`config.mk`:
```
export PLATFORM = sky130hd
export DESIGN_NAME = pci_cell
export DESIGN_NICKNAME = d
export VERILOG_FILES = /design/src/design/pci_pkg.sv /design/src/design/pci_cell.sv
export SDC_FILE = /design/constraint.sdc
export NUM_CORES = 1
export LEC_CHECK = 0
export BUFFER_PORTS_ARGS = -buffer_cell sky130_fd_sc_hd__buf_2
export CORE_UTILIZATION = 45
export CTS_CLUSTER_SIZE = 8
export DETAILED_ROUTE_END_ITERATION = 10
export PLACE_DENSITY = 0.9
export SLEW_MARGIN = 0
export SYNTH_ARGS = -nofsm -noshare
export SYNTH_HDL_FRONTEND = slang
export SYNTH_SLANG_ARGS = --single-unit
export TNS_END_PERCENT = 50
```
`constraint.sdc`:
```
create_clock -name i_clk -period 6.2 [get_ports i_clk]
set_input_delay 0.31 -clock i_clk [delete_from_list [all_inputs] [get_ports i_clk]]
set_output_delay 0.31 -clock i_clk [all_outputs]
set_load 0.03 [all_outputs]
```
`src/design/pci_pkg.sv`:
```
package pci_pkg;

    // Default palette size
    localparam int PALETTE_DEPTH_DEF = 256;

    // Entry shown at the last index once a transparent palette is finalized
    localparam logic [23:0] BLUE_RGB = 24'h0000FF;

    // Command codes of an input item
    typedef enum logic [1:0] {
        CMD_PIXEL = 2'd0,
        CMD_READ  = 2'd1,
        CMD_CLEAR = 2'd2
    } t_cmd;

    // Sequencer states of the top level
    typedef enum logic [1:0] {
        ST_IDLE,
        ST_WALK,
        ST_FINISH
    } t_state;

    // Input item
    typedef struct packed {
        logic [1:0] command;
        logic [7:0] red;
        logic [7:0] green;
        logic [7:0] blue;
        logic [7:0] alpha;
        logic [7:0] entry_index;
        logic       last_pixel;
    } t_in_item;

    // Result item
    typedef struct packed {
        logic [7:0] pixel_index;
        logic       overflow_error;
        logic [8:0] color_count;
        logic [7:0] read_red;
        logic [7:0] read_green;
        logic [7:0] read_blue;
        logic       transparent_seen;
    } t_out_item;

    // Query token handed from cell to cell
    typedef struct packed {
        logic        valid;
        logic [23:0] rgb;
        logic [7:0]  entry;
        logic        hit;
        logic [7:0]  hit_idx;
        logic [23:0] rd;
    } t_tok;

endpackage

```
`src/design/pci_cell.sv`:
```
module pci_cell
    import pci_pkg::*;
#(
    parameter int CELL_IDX = 0
) (
    input  logic        i_clk,
    input  logic        i_rst_n,
    input  t_tok        i_tok,
    input  logic [8:0]  i_used,
    input  logic        i_wr_en,
    input  logic [7:0]  i_wr_idx,
    input  logic [23:0] i_wr_rgb,
    output t_tok        o_tok
);

    localparam logic [8:0] IDX9 = 9'(CELL_IDX);
    localparam logic [7:0] IDX8 = 8'(CELL_IDX);

    logic [23:0] r_color;
    t_tok        r_tok;
    t_tok        n_tok;

    // Store the color written to this entry
    always_ff @(posedge i_clk) begin
        if (i_wr_en && (i_wr_idx == IDX8)) begin
            r_color <= i_wr_rgb;
        end
    end

    // Mark the first match and pick up the entry asked for
    always_comb begin
        n_tok = i_tok;
        if (!i_tok.hit && (IDX9 < i_used) && (r_color == i_tok.rgb)) begin
            n_tok.hit     = 1'b1;
            n_tok.hit_idx = IDX8;
        end
        if (i_tok.entry == IDX8) begin
            n_tok.rd = r_color;
        end
    end

    // Advance the token to the next cell
    always_ff @(posedge i_clk) begin
        if (!i_rst_n) begin
            r_tok.valid <= 1'b0;
        end else begin
            r_tok.valid <= i_tok.valid;
        end
        r_tok.rgb     <= n_tok.rgb;
        r_tok.entry   <= n_tok.entry;
        r_tok.hit     <= n_tok.hit;
        r_tok.hit_idx <= n_tok.hit_idx;
        r_tok.rd      <= n_tok.rd;
    end

    assign o_tok = r_tok;

endmodule

```
Yosys cells after proc, flatten, opt, wreduce, memory -nomap -nowiden
Index checks and enable logic that the tools add are counted.
{"block": "word_totals", "reg_bits": 90, "latchBits": 0, "mem_bits_rw": 0, "romBits": 0, "in_bits": 110, "word_cells": 16, "n_memories": 0}
{"block": "op_classes", "addsub": 0, "n_mul": 0, "div": 0, "magnitude_cmp": 1, "eq_ne": 1, "n_shift": 0, "muxes": 1, "bitwise_logic": 0, "n_reduce_logical": 6}
{"operator": "$eq 24x24->1", "n": 1}
{"operator": "$mux 24", "n": 1}
{"operator": "$logic_not 8->1", "n": 2}
{"operator": "$lt 1x9->1 const A", "n": 1}
{"operator": "$logic_and 1x1->1", "n": 3}
{"operator": "$logic_not 1->1", "n": 1}

Longest topological paths before layout
{"block": "depth", "depth_word": 3, "mapped_depth": 5}

Worst setup path after synthesis
OpenSTA, ideal clock, no wires.
{"block": "synth_timing", "path_type": "input -> register", "startpoint": "input i_wr_idx[2]", "endpoint": "register r_color[0], enable pin", "arrival_ns": 2.980, "required_ns": 5.732, "path_slack_ns": 2.752, "cell_stages": 3, "n_path_buf": 0, "cell_sequence": "nor4_1 -> nand3b_1 -> nor4_1"}
{"block": "synth_via", "elab_chain_len": 2}
{"element": "start, declared", "line_no": "pci_cell.sv:11", "rtl": "input logic [7:0] i_wr_idx,"}
{"element": "$logic_not 8->1", "line_no": "pci_cell.sv:25", "rtl": "if (i_wr_en && (i_wr_idx == IDX8)) begin"}
{"element": "$logic_and 1x1->1", "line_no": "pci_cell.sv:25"}
{"element": "end signal, assigned", "line_no": "pci_cell.sv:26", "rtl": "r_color <= i_wr_rgb;"}
{"element": "end, declared", "line_no": "pci_cell.sv:19", "rtl": "logic [23:0] r_color;"}
No other way between the ends.
A chain may end at the register's enable or synchronous reset.

Worst setup path after layout
{"block": "layout_timing", "startpoint": "register r_color[19]", "endpoint": "register r_tok, in the netlist o_tok[28]"}
{"block": "layout_via", "elab_chain_len": 2}
{"element": "$eq 24x24->1", "line_no": "pci_cell.sv:33", "rtl": "if (!i_tok.hit && (IDX9 < i_used) && (r_color == i_tok.rgb)) begin"}
{"element": "$logic_and 1x1->1", "line_no": "pci_cell.sv:33"}
{"element": "end, declared", "line_no": "pci_cell.sv:20", "rtl": "t_tok r_tok;"}
No other way between the ends.

==> flow_metrics.tcl <==
set metrics [dict create \
    status "finished clean" \
    clkSinkCount 90 \
    leakage_uw 0.001914 \
    synth_warnings 0 \
    setup_viol_count_final 0 \
    path_delay_family "simple AND/OR/NAND/NOR gates" \
    worst_slew_pin_slew_ns 0.8335 \
    die_area_sq_mm 0.006668 \
    cp.required_ns 6.41 \
    setup-tns-final_ns 0 \
    wl_per_cell_um 14.18 \
    core_sq_mm 0.006026 \
    max_freq_mhz 563.1 \
    path_clk_slew_ns 0.09 \
    yosysUniqueCellTypes 21 \
    die_x_um 81.66 \
    fin_ws_ns 4.424 \
    grt_pass1_wl_mm 8.645 \
    drt_wl_total_mm 6.139 \
    reg2reg_from "r_color[19]$_DFFE_PP_" \
    crit_path_end_kind "register" \
    synth_fp_nets 279 \
    ys_ff_latch 90 \
    clock_skew_ns 0.008857 \
    cp_num_buf_inv 0 \
    insertion_delay_ns 0.35 \
    cts_tree "yes" \
    cp_max_fo 9 \
    vias 1963 \
    cp-startpoint "r_color[19]$_DFFE_PP_" \
    antenna_found_initial 0 \
    drt_iter0_drc 35 \
    diodes 0 \
    syn2layout_area_growth_pct 40.05 \
    syn_inst 169 \
    cp-start-kind "register" \
    hpwlAfterDp_mm 4.852 \
    cap_violations 0 \
    rsz0062_at_grt "false" \
    first_pass_iters 3 \
    worst_ep_arrival_time_ns 1.98 \
    cp_cell_sequence "xor2_1 -> nor4_1 -> and4_1 -> a21boi_1" \
    cts_buffers 9 \
    grt_pass1_vias 1968 \
    powerDensity_mw_per_mm2 283.2 \
    relSlewSlack 0.4424 \
    r2r_slack_ns 4.42 \
    crit_end "o_tok[28]$_SDFF_PP0_" \
    cts_setup_buffers 0 \
    holdCritPathClass "in -> reg" \
    fin_crit_ns 1.776 \
    htree_num_levels 3 \
    ys_seq_area_frac 0.7152 \
    worst-path-stages 4 \
    cts-resized-gates 0 \
    fp-row-count 28 \
    cts_max_path_buffers 2 \
    hold_violations 0 \
    die_h_um 81.66 \
    drive_gt1_frac 0.6061 \
    timing.rr.end "o_tok[28]$_SDFF_PP0_" \
    synth_area_sq_mm 0.002855 \
    cpPeakStageDelay_ns 0.46 \
    gp_congestion 0.7131 \
    avgSynthCellArea_sq_um 16.89 \
    start_util 0.4738 \
    postRouteAntennaNets 0 \
    clockRootBuffer "clkbuf_8" \
    portBuffers 175 \
    cts-hold-fix-buffers 0 \
    pre_cts_slack_ns 4.217 \
    groute.usage.overall 0.1835 \
    grt_max_degree 25 \
    min_path_cells 1 \
    nNetsFinal 463 \
    peakVddDrop_v 0.0001559 \
    ios 176 \
    drcViolationCount 0 \
    cpMaxStageDelayCell "nor4_1" \
    drt-vias-per-instance 4.533 \
    min_period_over_period 0.2864 \
    slew_viol_final 0 \
    path_class "reg -> reg" \
    rr_worst_depth 4 \
    grt-ovfl-total 0 \
    nFillCells 466 \
]
logic make-up (layout without fill, tap and decap cells):
group,after synthesis,after routing,share of synthesized area
compound gates,10,10,0.03331
xor+xnor,24,24,0.07362
buf+inv,3,192,0.009638
flops,90,90,0.7152
mux,24,24,0.1209
simple gates,18,18,0.04732
report_power, final:
group	internal [uW]	switching (uW)	leakage (uW)	total [uW]
clock network	172	198	0.000100	369
logic	56.1	76.5	0.00104	133
registers	625	5.59	0.000773	631
total	853	280	0.00191	1130
how the worst min path moves through the flow:
stage / from / to / slack [ns]
global route: i_tok[33] / o_tok[33]$_DFF_P_ / 0.05
detailed placement: i_tok[37] / o_tok[37]$_DFF_P_ / 0.43
floorplan: i_tok[33] / o_tok[33]$_DFF_P_ / 0.34
global placement: i_tok[34] / o_tok[34]$_DFF_P_ / 0.43
CTS: i_tok[37] / o_tok[37]$_DFF_P_ / 0.06
finish: i_tok[37] / o_tok[37]$_DFF_P_ / 0.08
layer usage:
layer	global-route usage	vias up	share of wire
li1	-	965	-
met1	0.1734	879	0.35
met2	0.3483	108	0.54
met3	0.06667	11	0.091
met4	0.08421	0	0.015
met5	0	-	0
state kept, by name (all words and copies together), names as in the netlist:
register / cells
o_tok: 66
r_color: 24
Yosys cell counts:
master / n / area [sq um]
xor2_1: 13 / 113.9
xnor2_1: 11 / 96.34
edfxtp_1: 24 / 720.7
nor3_4: 2 / 32.53
and2_1: 1 / 6.260
nand3b_1: 1 / 7.510
mux2_1: 4 / 45.04
mux2_4: 20 / 300.3
or4_4: 1 / 11.26
a2111oi_4: 1 / 27.53
a21o_1: 1 / 7.510
a21boi_1: 8 / 60.06
dfxtp_1: 66 / 1321
nor4_1: 7 / 43.79
buf_6: 2 / 22.52
nand4_1: 2 / 12.51
and4_1: 1 / 8.760
nand2_1: 1 / 3.750
nor2_1: 1 / 3.750
buf_2: 1 / 5.000
nand3_1: 1 / 5.000
per-stage QoR:
step           hold WS [ns]  instance area [sq um]    util  instances  power [uW]
6_report            0.07501                   3999  0.6636        433        1133
4_1_cts             0.05714                   3999  0.6636        433        1147
5_1_grt             0.04854                   3999  0.6636        433        1178
3_3_place_gp         0.4276                   3814  0.6329        417       774.2
2_1_floorplan        0.3377                   2855       -        169       713.9
3_5_place_dp         0.4303                   3814  0.6329        417       778.1
placed cells by master, fill, tap and decap left out, drive strengths merged, types with 2 or more instances in the layout:
master,instances
a21boi,8
buf,176
clkbuf,11
dfxtp,66
edfxtp,24
inv,4
mux2,24
nand4,2
nor3,2
nor4,7
xnor2,11
xor2,13
cell type report:
cell class,instances,area (sq um),area share
well taps,75,93.84,0.02347
clock inverters,5,32.53,0.008135
multi-input cells,76,794.5,0.1987
flip-flops and latches,90,2042,0.5106
repair buffers,176,883.3,0.2209
clock buffers,11,152.6,0.03817
(Power assumes the default switching activity.)
